--- src/sv/epoch_seconds_to_calendar_macros.svh ---
// Assertion macros for the epoch to calendar converter.
`ifndef EPOCH_SECONDS_TO_CALENDAR_MACROS_SVH
`define EPOCH_SECONDS_TO_CALENDAR_MACROS_SVH

// Check a property on every clock edge outside reset.
`define ESC_ASSERT(lbl, prop, msg) \
   lbl: assert property (@(posedge clock) disable iff (reset) (prop)) else $error(msg);

// Check that a condition never holds outside reset.
`define ESC_NEVER(lbl, cond, msg) \
   lbl: assert property (@(posedge clock) disable iff (reset) !(cond)) else $error(msg);

`endif

--- src/sv/esc_pkg.sv ---
// Types, constants and helper functions of the epoch to calendar converter.
package esc_pkg;

   localparam int unsigned SECS_PER_DAY  = 86400;
   localparam int unsigned SECS_PER_HOUR = 3600;
   localparam int unsigned SECS_PER_MIN  = 60;
   localparam int unsigned BASE_YEAR     = 1970;
   localparam int unsigned DAYS_COMMON   = 365;
   localparam int unsigned DAYS_LEAP     = 366;
   localparam int unsigned DAYS_PER_WEEK = 7;
   localparam int unsigned MONTH_MIN_DAYS = 28;
   localparam int unsigned LAST_MONTH    = 11;
   localparam int unsigned MAX_YEAR      = 2106;
   // The only century year in range that is not a leap year.
   localparam int unsigned NON_LEAP_CENTURY = 2100;
   // 1970-01-01 fell on a Thursday.
   localparam int unsigned BASE_WEEKDAY  = 4;

   localparam int unsigned SECS_W = 32;
   localparam int unsigned REM_W  = 18;
   localparam int unsigned DAYS_W = 16;
   localparam int unsigned YEAR_W = 12;
   localparam int unsigned MON_W  = 4;
   localparam int unsigned DAY_W  = 5;
   localparam int unsigned HOUR_W = 5;
   localparam int unsigned MIN_W  = 6;
   localparam int unsigned SEC_W  = 6;
   localparam int unsigned WDAY_W = 3;
   localparam int unsigned CNT_W  = 1;

   // Shared multiplier: q = (x * RECIP) >> SHIFT is exact over each step's range.
   localparam int unsigned MUL_W  = 26;
   localparam int unsigned PROD_W = 52;
   // 86400 = 128 * 675: drop the low seven bits, then divide by 675.
   localparam int unsigned DAY_PRE_SHIFT = 7;
   localparam int unsigned DAY_RECIP     = 50903317;
   localparam int unsigned DAY_SHIFT     = 35;
   localparam int unsigned HOUR_RECIP    = 149131;
   localparam int unsigned HOUR_SHIFT    = 29;
   localparam int unsigned MIN_RECIP     = 4370;
   localparam int unsigned MIN_SHIFT     = 18;

   typedef enum logic [2:0] {
      ST_IDLE,
      ST_DAYDIV,
      ST_HOURDIV,
      ST_MINDIV,
      ST_YEAR,
      ST_MONTH,
      ST_WDAY,
      ST_DONE
   } state_type;

   // Valid over 1970..2106: 2000 is a leap year, 2100 is not.
   function automatic logic is_leap(input logic [YEAR_W-1:0] yr);
      return (yr[1:0] == 2'd0) && (yr != YEAR_W'(NON_LEAP_CENTURY));
   endfunction

   function automatic logic [DAY_W-1:0] month_len(input logic [MON_W-1:0] idx,
                                                  input logic leap);
      logic [DAY_W-1:0] len;
      unique case (idx)
         4'd1:                      len = leap ? 5'd29 : 5'd28;
         4'd3, 4'd5, 4'd8, 4'd10:   len = 5'd30;
         default:                   len = 5'd31;
      endcase
      return len;
   endfunction

   // Sum of two weekday values below 7, reduced to 0..6.
   function automatic logic [WDAY_W-1:0] add_mod7(input logic [WDAY_W-1:0] a,
                                                  input logic [WDAY_W-1:0] b);
      logic [WDAY_W:0] sum;
      sum = {1'b0, a} + {1'b0, b};
      if (sum >= (WDAY_W+1)'(DAYS_PER_WEEK)) begin
         sum = sum - (WDAY_W+1)'(DAYS_PER_WEEK);
      end
      return sum[WDAY_W-1:0];
   endfunction

endpackage

--- src/sv/epoch_seconds_to_calendar.sv ---
// Converter from a 32-bit epoch second count to Gregorian date, time and weekday.
//
// Usage: drive req_seconds_count and raise start while busy is low; the item
// is taken at that edge and busy rises on the next cycle. One subtractor
// serves all steps and one multiplier the divisions, under a small sequencer:
//   day count by reciprocal multiply, then time of day
//   hour by reciprocal multiply, then the remainder
//   minute by reciprocal multiply, then the second
//   year walk, one year per cycle, up to 136 years past 1970
//   month walk, one month per cycle (month index 0..11)
//   day of month reduced by 7 for the weekday
//   result beat
// One item is in flight at a time and busy drops after the beat, so a new
// item is accepted only once the last one is through. The result beat lasts
// one cycle with rsp_strobe high; the result ports are valid only during that
// beat. The receiver cannot stall. Synchronous reset returns the sequencer to
// idle with busy and rsp_strobe low.
module epoch_seconds_to_calendar (
   input  logic                              clock,
   input  logic                              reset,
   input  logic                              start,
   output logic                              busy,
   input  logic [esc_pkg::SECS_W-1:0]        req_seconds_count,
   output logic                              rsp_strobe,
   output logic [esc_pkg::YEAR_W-1:0]        rsp_year_out,
   output logic [esc_pkg::MON_W-1:0]         rsp_month_out,
   output logic [esc_pkg::DAY_W-1:0]         rsp_day_out,
   output logic [esc_pkg::HOUR_W-1:0]        rsp_hour_out,
   output logic [esc_pkg::MIN_W-1:0]         rsp_minute_out,
   output logic [esc_pkg::SEC_W-1:0]         rsp_second_out,
   output logic [esc_pkg::WDAY_W-1:0]        rsp_weekday_out
);

`include "epoch_seconds_to_calendar_macros.svh"

   localparam int unsigned REM_W = esc_pkg::REM_W;

   esc_pkg::state_type state_ff, state_in;

   logic [REM_W-1:0]               rem_ff, rem_in;
   logic [esc_pkg::SECS_W-1:0]     quo_ff, quo_in;
   logic [esc_pkg::CNT_W-1:0]      cnt_ff, cnt_in;
   logic [esc_pkg::DAYS_W-1:0]     days_ff, days_in;
   logic [esc_pkg::YEAR_W-1:0]     year_ff, year_in;
   logic [esc_pkg::MON_W-1:0]      mon_ff, mon_in;
   logic [esc_pkg::DAY_W-1:0]      day_ff, day_in;
   logic [esc_pkg::HOUR_W-1:0]     hour_ff, hour_in;
   logic [esc_pkg::MIN_W-1:0]      minute_ff, minute_in;
   logic [esc_pkg::SEC_W-1:0]      second_ff, second_in;
   logic [esc_pkg::WDAY_W-1:0]     wday_ff, wday_in;

   // Shared subtractor and multiplier.
   logic [REM_W-1:0]   sub_a;
   logic [REM_W-1:0]   sub_b;
   logic [REM_W:0]     diff;
   logic               borrow;
   logic [esc_pkg::MUL_W-1:0]  mul_a;
   logic [esc_pkg::MUL_W-1:0]  mul_b;
   logic [esc_pkg::PROD_W-1:0] prod;
   logic               leap;
   logic [esc_pkg::DAY_W-1:0] mlen;
   logic               cnt_last;

   assign leap     = esc_pkg::is_leap(year_ff);
   assign mlen     = esc_pkg::month_len(mon_ff, leap);
   assign cnt_last = (cnt_ff == '0);

   // Each split first takes the quotient by reciprocal, then multiplies it back.
   always_comb begin
      mul_a = '0;
      mul_b = '0;
      unique case (state_ff)
         esc_pkg::ST_DAYDIV: begin
            if (!cnt_last) begin
               mul_a = esc_pkg::MUL_W'(quo_ff[esc_pkg::SECS_W-1:esc_pkg::DAY_PRE_SHIFT]);
               mul_b = esc_pkg::MUL_W'(esc_pkg::DAY_RECIP);
            end else begin
               mul_a = esc_pkg::MUL_W'(days_ff);
               mul_b = esc_pkg::MUL_W'(esc_pkg::SECS_PER_DAY);
            end
         end
         esc_pkg::ST_HOURDIV: begin
            if (!cnt_last) begin
               mul_a = esc_pkg::MUL_W'(rem_ff);
               mul_b = esc_pkg::MUL_W'(esc_pkg::HOUR_RECIP);
            end else begin
               mul_a = esc_pkg::MUL_W'(hour_ff);
               mul_b = esc_pkg::MUL_W'(esc_pkg::SECS_PER_HOUR);
            end
         end
         esc_pkg::ST_MINDIV: begin
            if (!cnt_last) begin
               mul_a = esc_pkg::MUL_W'(rem_ff);
               mul_b = esc_pkg::MUL_W'(esc_pkg::MIN_RECIP);
            end else begin
               mul_a = esc_pkg::MUL_W'(minute_ff);
               mul_b = esc_pkg::MUL_W'(esc_pkg::SECS_PER_MIN);
            end
         end
         default: begin
         end
      endcase
   end

   assign prod = esc_pkg::PROD_W'(mul_a) * esc_pkg::PROD_W'(mul_b);

   always_comb begin
      sub_a = rem_ff;
      sub_b = REM_W'(esc_pkg::DAYS_PER_WEEK);
      unique case (state_ff)
         // the true remainders fit in the low bits, so a narrow subtract is exact
         esc_pkg::ST_DAYDIV: begin
            sub_a = quo_ff[REM_W-1:0];
            sub_b = prod[REM_W-1:0];
         end
         esc_pkg::ST_HOURDIV: sub_b = prod[REM_W-1:0];
         esc_pkg::ST_MINDIV:  sub_b = prod[REM_W-1:0];
         esc_pkg::ST_YEAR:    sub_b = leap ? REM_W'(esc_pkg::DAYS_LEAP)
                                           : REM_W'(esc_pkg::DAYS_COMMON);
         esc_pkg::ST_MONTH:   sub_b = REM_W'(mlen);
         default:             sub_b = REM_W'(esc_pkg::DAYS_PER_WEEK);
      endcase
   end

   assign diff     = {1'b0, sub_a} - {1'b0, sub_b};
   assign borrow   = diff[REM_W];

   // Next state.
   always_comb begin
      state_in = state_ff;
      unique case (state_ff)
         esc_pkg::ST_IDLE:    if (start) state_in = esc_pkg::ST_DAYDIV;
         esc_pkg::ST_DAYDIV:  if (cnt_last) state_in = esc_pkg::ST_HOURDIV;
         esc_pkg::ST_HOURDIV: if (cnt_last) state_in = esc_pkg::ST_MINDIV;
         esc_pkg::ST_MINDIV:  if (cnt_last) state_in = esc_pkg::ST_YEAR;
         esc_pkg::ST_YEAR:    if (borrow) state_in = esc_pkg::ST_MONTH;
         esc_pkg::ST_MONTH: begin
            if (borrow || (mon_ff == esc_pkg::MON_W'(esc_pkg::LAST_MONTH))) begin
               state_in = esc_pkg::ST_WDAY;
            end
         end
         esc_pkg::ST_WDAY:    if (borrow) state_in = esc_pkg::ST_DONE;
         esc_pkg::ST_DONE:    state_in = esc_pkg::ST_IDLE;
         default:             state_in = esc_pkg::ST_IDLE;
      endcase
   end

   // Datapath and outputs.
   always_comb begin
      rem_in    = rem_ff;
      quo_in    = quo_ff;
      cnt_in    = cnt_ff;
      days_in   = days_ff;
      year_in   = year_ff;
      mon_in    = mon_ff;
      day_in    = day_ff;
      hour_in   = hour_ff;
      minute_in = minute_ff;
      second_in = second_ff;
      wday_in   = wday_ff;
      unique case (state_ff)
         esc_pkg::ST_IDLE: begin
            if (start) begin
               rem_in  = '0;
               quo_in  = req_seconds_count;
               cnt_in  = esc_pkg::CNT_W'(1);
               year_in = esc_pkg::YEAR_W'(esc_pkg::BASE_YEAR);
               mon_in  = '0;
               wday_in = esc_pkg::WDAY_W'(esc_pkg::BASE_WEEKDAY);
            end
         end
         esc_pkg::ST_DAYDIV: begin
            if (!cnt_last) begin
               days_in = prod[esc_pkg::DAY_SHIFT +: esc_pkg::DAYS_W];
               cnt_in  = cnt_ff - 1'b1;
            end else begin
               rem_in  = diff[REM_W-1:0];
               cnt_in  = esc_pkg::CNT_W'(1);
            end
         end
         esc_pkg::ST_HOURDIV: begin
            if (!cnt_last) begin
               hour_in = prod[esc_pkg::HOUR_SHIFT +: esc_pkg::HOUR_W];
               cnt_in  = cnt_ff - 1'b1;
            end else begin
               rem_in  = diff[REM_W-1:0];
               cnt_in  = esc_pkg::CNT_W'(1);
            end
         end
         esc_pkg::ST_MINDIV: begin
            if (!cnt_last) begin
               minute_in = prod[esc_pkg::MIN_SHIFT +: esc_pkg::MIN_W];
               cnt_in    = cnt_ff - 1'b1;
            end else begin
               second_in = diff[esc_pkg::SEC_W-1:0];
               // load the day count for the year walk
               rem_in    = REM_W'(days_ff);
            end
         end
         esc_pkg::ST_YEAR: begin
            if (!borrow) begin
               rem_in  = diff[REM_W-1:0];
               year_in = year_ff + 1'b1;
               wday_in = esc_pkg::add_mod7(wday_ff, leap ? 3'd2 : 3'd1);
            end
         end
         esc_pkg::ST_MONTH: begin
            if (!borrow && (mon_ff != esc_pkg::MON_W'(esc_pkg::LAST_MONTH))) begin
               rem_in  = diff[REM_W-1:0];
               mon_in  = mon_ff + 1'b1;
               wday_in = esc_pkg::add_mod7(wday_ff,
                            3'(mlen - esc_pkg::DAY_W'(esc_pkg::MONTH_MIN_DAYS)));
            end else begin
               day_in = rem_ff[esc_pkg::DAY_W-1:0] + 1'b1;
            end
         end
         esc_pkg::ST_WDAY: begin
            // reduce the day offset mod 7, then fold it into the weekday
            if (!borrow) begin
               rem_in = diff[REM_W-1:0];
            end else begin
               wday_in = esc_pkg::add_mod7(wday_ff, rem_ff[esc_pkg::WDAY_W-1:0]);
            end
         end
         esc_pkg::ST_DONE: begin
         end
         default: begin
         end
      endcase
   end

   always_ff @(posedge clock) begin
      if (reset) begin
         state_ff <= esc_pkg::ST_IDLE;
      end else begin
         state_ff <= state_in;
      end
   end

   always_ff @(posedge clock) begin
      rem_ff    <= rem_in;
      quo_ff    <= quo_in;
      cnt_ff    <= cnt_in;
      days_ff   <= days_in;
      year_ff   <= year_in;
      mon_ff    <= mon_in;
      day_ff    <= day_in;
      hour_ff   <= hour_in;
      minute_ff <= minute_in;
      second_ff <= second_in;
      wday_ff   <= wday_in;
   end

   assign busy            = (state_ff != esc_pkg::ST_IDLE);
   assign rsp_strobe      = (state_ff == esc_pkg::ST_DONE);
   assign rsp_year_out    = year_ff;
   assign rsp_month_out   = mon_ff + 1'b1;
   assign rsp_day_out     = day_ff;
   assign rsp_hour_out    = hour_ff;
   assign rsp_minute_out  = minute_ff;
   assign rsp_second_out  = second_ff;
   assign rsp_weekday_out = wday_ff;

   `ESC_ASSERT(a_accept_busy, (start && !busy) |=> busy, "accepted beat did not raise busy")
   `ESC_ASSERT(a_beat_idle, rsp_strobe |=> !busy, "sequencer not idle after result beat")
   `ESC_NEVER(a_month_range,
      busy && (mon_ff > esc_pkg::MON_W'(esc_pkg::LAST_MONTH)), "month index out of range")
   `ESC_NEVER(a_year_range,
      busy && (year_ff > esc_pkg::YEAR_W'(esc_pkg::MAX_YEAR)), "year walk ran past range")
   `ESC_ASSERT(a_result_range,
      rsp_strobe |-> ((rsp_weekday_out < 3'd7) && (rsp_day_out != 5'd0) &&
                      (rsp_hour_out < 5'd24)), "result field out of range")

endmodule

--- config.mk ---
export PLATFORM = sky130hd
export DESIGN_NAME = epoch_seconds_to_calendar
export DESIGN_NICKNAME = d
export VERILOG_FILES = /design/src/sv/esc_pkg.sv /design/src/sv/epoch_seconds_to_calendar.sv
export VERILOG_INCLUDE_DIRS = /design/src /design/src/sv
export SDC_FILE = /design/constraint.sdc
export NUM_CORES = 1
export LEC_CHECK = 0
export BUFFER_PORTS_ARGS = -buffer_cell sky130_fd_sc_hd__buf_2
export CORE_MARGIN = 5
export CORE_UTILIZATION = 60
export DETAILED_ROUTE_END_ITERATION = 6
export PLACE_DENSITY = 0.77
export SLEW_MARGIN = 20
export SYNTH_ARGS = -nofsm -noshare
export SYNTH_HDL_FRONTEND = slang
export SYNTH_SLANG_ARGS = --single-unit
--- constraint.sdc ---
create_clock -name clock -period 30.7 [get_ports clock]
set_clock_uncertainty 0.15 [all_clocks]
set_input_delay 1.535 -clock clock [delete_from_list [all_inputs] [get_ports clock]]
set_output_delay 1.535 -clock clock [all_outputs]
set_load 0.02 [all_outputs]
**Word level (Yosys, flattened, before mapping)**

Index checks and enable logic that the tools add are counted.

- Div/mod/pow operators: 0
- Reductions and logical operators: 28
- Eq/ne operators: 26
- Add/sub/neg operators: 12
- Magnitude comparators: 3
- Multiply operators: 1
- Shift-type cells: 0
- Mux-type cells: 46
- Bitwise gates (word level): 2

Operator list:

| cell | count |
|---|---|
| 18-bit two-way mux | 9 |
| 18-bit one-hot mux with 5 select lines | 1 |
| 26-bit one-hot mux with 3 select lines | 1 |
| 25-bit one-hot mux with 3 select lines | 1 |
| 18-bit one-hot mux with 3 select lines | 1 |
| 26-bit by 26-bit multiplier with 51-bit output | 1 |
| 3-bit two-way mux | 14 |
| 26-bit two-way mux | 1 |
| 25-bit two-way mux | 1 |
| 12-bit two-way mux | 2 |
| 12-bit one-hot mux with 2 select lines | 1 |
| 3-bit one-hot mux with 8 select lines | 1 |
| 2-bit != test (second input constant) | 11 |
| 18-bit by 18-bit subtractor with 19-bit output | 1 |
| 2-bit AND reduction | 7 |
| 13-bit two-way mux | 1 |
| 12-bit by 1-bit adder with 12-bit output (second input constant) | 1 |
| 3-bit equality test (second input constant) | 4 |
| 4-bit equality test (second input constant) | 3 |
| 4-bit by 3-bit >= comparator with 1-bit output (second input constant) | 3 |
| 12-bit != test (second input constant) | 1 |
| 3-bit one-hot mux with 4 select lines | 1 |
| 3-bit subtractor (second input constant) | 4 |
| 3-bit by 3-bit adder with 4-bit output | 2 |
| 33 further kinds | 45 |

- Memory bits (writable): 0
- Logic and storage cells: 130
- Bits in read-only memories: 0
- Flip-flop bits (word level): 111
- Memories kept: 0
- Bits in latches: 0

**Depth between registers and ports, before layout**

- Word-level depth: 10
- Mapped depth: 36
- Depth with buffers taken out: 36

**Worst setup path after synthesis**

No wires, ideal clock.

- Path kind: register to register
- Start: reg state_ff[1]
- End: reg rem_ff[0] (enable)
- Path buffers: 3
- Path slack: 19622 ps
- Data arrival time: 10435 ps
- Cell stages (with the launch flop): 32
- Path through: dfxtp_1 -> clkbuf_1 -> nand2_1 -> nor3_1 -> clkbuf_1 -> and2_1 -> nor2_1 -> nand3_1 -> nand2_1 -> fa_1 -> fa_1 -> fa_1 -> fa_1 -> inv_1 -> fa_1 -> fa_1 -> inv_1 -> fa_1 -> inv_1 -> ha_1 -> buf_2 -> a21o_1 -> a2111o_1 -> o22ai_1 -> o21ai_1 -> xor2_1 -> nand2_1 -> ha_1 -> and4_1 -> a221o_2 -> a21oi_1 -> a2111oi_0

- Cells in the longest elaborated chain, start to end: 9
- Elaborated cells on any way between the ends: 25
- Those cells by class: add/sub (1); mul (1); eq/ne (11); mux (4); reduce/logical (8)

Ends and longest elaborated chain:

| item | line | RTL |
|---|---|---|
| from (decl) | epoch_seconds_to_calendar.sv:38 | `esc_pkg::state_type state_ff, state_in;` |
| from (signal assigned) | epoch_seconds_to_calendar.sv:234 | `state_ff <= esc_pkg::ST_IDLE;` |
| from (signal assigned) | epoch_seconds_to_calendar.sv:236 | `state_ff <= state_in;` |
| 3-bit by 2-bit equality test with 1-bit output or 3-bit by 1-bit equality test with 1-bit output (tied branches) | epoch_seconds_to_calendar.sv:72, epoch_seconds_to_calendar.sv:110, epoch_seconds_to_calendar.sv:161 |  |
| 25-bit one-hot mux with 3 select lines or 26-bit one-hot mux with 3 select lines (tied branches) | epoch_seconds_to_calendar.sv:72 | `unique case (state_ff)` |
| 26-bit by 26-bit multiplier with 51-bit output | epoch_seconds_to_calendar.sv:105 | `assign prod = esc_pkg::PROD_W'(mul_a) * esc_pkg::PROD_W'(mul_b);` |
| 18-bit one-hot mux with 3 select lines | epoch_seconds_to_calendar.sv:110 | `unique case (state_ff)` |
| 18-bit by 18-bit subtractor with 19-bit output | epoch_seconds_to_calendar.sv:125 | `assign diff = {1'b0, sub_a} - {1'b0, sub_b};` |
| 1-bit logical NOT | - |  |
| 1-bit logical AND | epoch_seconds_to_calendar.sv:208 | `if (!borrow && (mon_ff != esc_pkg::MON_W'(esc_pkg::LAST_MONTH))) begin` |
| 2-bit != test (no line) | - |  |
| 6-bit AND reduction (no line) * | - |  |
| to (signal assigned) | epoch_seconds_to_calendar.sv:241 | `rem_ff <= rem_in;` |
| to (decl) | epoch_seconds_to_calendar.sv:40 | `logic [REM_W-1:0] rem_ff, rem_in;` |

Every way passes the cells marked *; elsewhere a longest branch is shown, timed or not.
A chain may end at the register's enable or synchronous reset.

**Worst setup path after layout**

- Start: reg state_ff[0]
- End: reg rem_ff[13] (enable)

Same word-level chain as after synthesis.

==> impl_metrics.yaml <==
sta:
  fmaxAchievable_mhz: 89.0
  setup_viol: 0
  slew_violations: 0
  rsz0062_at_grt: "false"
  setup_ws_ns: 19.47
  max_slew_margin_pct: 14.9
  min_period_ns: 11.23
  period_share_pct: 36.6
  finalHoldViolCount: 0
  fin_setup_tns_ns: 0
  worst_slew_pin_slew_ns: 1.27
global_routing:
  grt_pass1_vias: 18300
  overflow: 0
  grt_pass1_wl_um: 105000
  antenna_found_initial: 1
  grtUsageTotal_pct: 33.6
  grt_max_degree: 44
cells_and_area:
  nets: 3254
  instances_no_fill: 3030
  area_delta_synth_final_pct: 6.68
  fillers: 3223
  num_antenna_cells: 0
  drive_above_1_share_pct: 5.88
routing:
  drc: 0
  drt_iter0_markers: 1463
  routed_via_density: 5.68
  dr.pass1.iters: 6
  wirelength_um: 68500
  wire_per_inst_um: 22.6
  num_vias: 17200
  ant_nets: 0
synthesis:
  synth_common_cells: "inv_1, fa_1, ha_1"
  synth_most_common_cell: "inv_1"
  synth_edf_count: 108
  synth.largest_area_cell: "fa_1"
  syn_area_sq_um: 22800
  synth-seq-cells: 111
  synth_cells: 2390
  yosysUniqueCellTypes: 69
  ys.flop_type: "edfxtp_1"
  yosysSeqAreaShare_pct: 14.5
  yosys-top-cells-area: "fa_1, ha_1, edfxtp_1, inv_1, nand2_1"
  netlist.area_leader.share_pct: 35.4
  syn_area_per_cell_sq_um: 9.55
  ys_async_sr_fraction_pct: 0
  yosysWarnings: 0
clocking:
  cts.sinks: 111
  cts_setup_buffers: 0
  cts.hold.buffers_added: 0
  clockRootBuffer: "clkbuf_16"
  numCtsBuffers: 9
  path_clk_slew_ns: 0.09
  cts_buffer_depth: 2
  ctsResizeCount: 0
  h-tree-depth: 3
  cts_tree: "yes"
  insertion_delay_ns: 0.38
setup_path:
  start_kind: "register"
  endpoint_kind: "register"
  arrival_ns: 11.19
  cp_slowest_cell: "dfxtp_1"
  crit_type: "register to register"
  worst_path_largest_cell_delay_ns: 0.83
  crit_top_cell: "fa_1"
  crit_fanout: 43
  worst_ep_required_time_ns: 30.66
placed_design:
  post-dp-hpwl_um: 59300
  gp_congestion: 1.08
  dp_slack_ns: 19.72
  dp_cells: 3014
  io_buffers: 77
hold_path:
  hold_class: "register to register"
die:
  dieArea_sq_um: 42000
  start_util_pct: 60.7
  die_y_um: 205
  rows: 71
  ios: 78
  core_area_sq_um: 37600
  die_x_um: 205
run:
  cap_violations: 0
outcome:
  status: "completed"
==> placed cells by master, fill, tap and decap left out, types with 5 or more instances in the layout <==
| cell type | instances |
|---|---|
| nand2_1 | 245 |
| a21oi_1 | 83 |
| nor2_1 | 95 |
| o21ai_0 | 60 |
| and2_1 | 19 |
| nand3b_1 | 6 |
| buf_2 | 77 |
| buf_4 | 13 |
| a21o_1 | 29 |
| a211oi_1 | 10 |
| o21bai_1 | 10 |
| nand2b_1 | 13 |
| edfxtp_1 | 108 |
| xor2_1 | 34 |
| inv_1 | 608 |
| conb_1 | 77 |
| ha_1 | 301 |
| o211ai_1 | 5 |
| nand3_1 | 43 |
| a22o_1 | 6 |
| nand4_1 | 12 |
| nor2b_1 | 18 |
| or2_2 | 11 |
| or3_1 | 6 |
| nor3_1 | 14 |
| and3_1 | 51 |
| fa_1 | 404 |
| clkbuf_16 | 9 |
| xnor2_1 | 38 |
| mux2_2 | 20 |
| o21a_1 | 7 |
==> flip-flops by register name, summed over array words and instances, names as in the netlist <==
register and flops:
cnt_ff 1, days_ff 16, mon_ff 4, quo_ff 32, rem_ff 18, rsp_day_out 5, rsp_hour_out 5, rsp_minute_out 6
rsp_second_out 6, rsp_weekday_out 3, rsp_year_out 12, state_ff 3
==> metrics by stage <==
step,hold WS (ns),utilization (%),cell area (sq um)
final,0.431,64.8,24300
after global routing,0.492,64.8,24300
after CTS,0.443,64.8,24300
after detailed placement,0.412,63.9,24000
after global placement,0.404,63.9,24000
after floorplan,0.372,-,23100
==> final cells by class <==
class | count | area [sq um] | area share [%]
multi-input combinational | 1692 | 17300 | 71.1
clock buffer | 10 | 229 | 0.941
sequential | 111 | 3300 | 13.6
timing repair buffer | 90 | 483 | 1.98
tap | 511 | 639 | 2.63
clock inverter | 6 | 83.8 | 0.344
inverter | 610 | 2290 | 9.41
==> cell families (layout without fill, tap and decap cells) <==
| family | Yosys count | in the layout | synth area share (%) |
|---|---|---|---|
| AO/OA/AOI/OAI | 269 | 269 | 7.66 |
| XOR/XNOR | 72 | 72 | 2.76 |
| adder cells (fa/ha/maj) | 705 | 705 | 52.0 |
| buffers and inverters | 662 | 716 | 10.9 |
| flip-flops | 111 | 111 | 14.5 |
| multiplexers | 24 | 24 | 1.16 |
| other | 2 | 77 | 0.0329 |
| AND/OR/NAND/NOR | 545 | 545 | 11.0 |
==> routing by layer <==
metal	GRT usage [%]	wire length, um	vias to the layer above
li1	-	-	7684
met1	44.1	26800	8591
met2	54.5	32000	749
met3	7.46	6150	180
met4	14.0	3510	2
met5	0	17	-
==> critical path, delay by kind of cell, from the launching register on <==
kind	cells	cell delay, ns
buffers and inverters	7	1.95
adders and majority gates	9	3.97
DFF	1	0.83
xor gates and xnor gates	1	0.31
and+or+nand+nor	10	2.41
AOI/OAI and AO/OA	4	1.28
==> worst paths after layout <==
path | startpoint | end | slack (ns) | depth (start not counted)
worst max-delay path | state_ff[0] | rem_ff[13] | 19.47 | 31
worst min-delay path | days_ff[15] | rem_ff[15] | 0.43 | 2
worst max register to register | state_ff[0] | rem_ff[13] | 19.47 | 31
worst min register to register | days_ff[15] | rem_ff[15] | 0.43 | 2
Power is not shown: default switching activity piles up to over one toggle a cycle in this logic, so the estimate is an artifact.
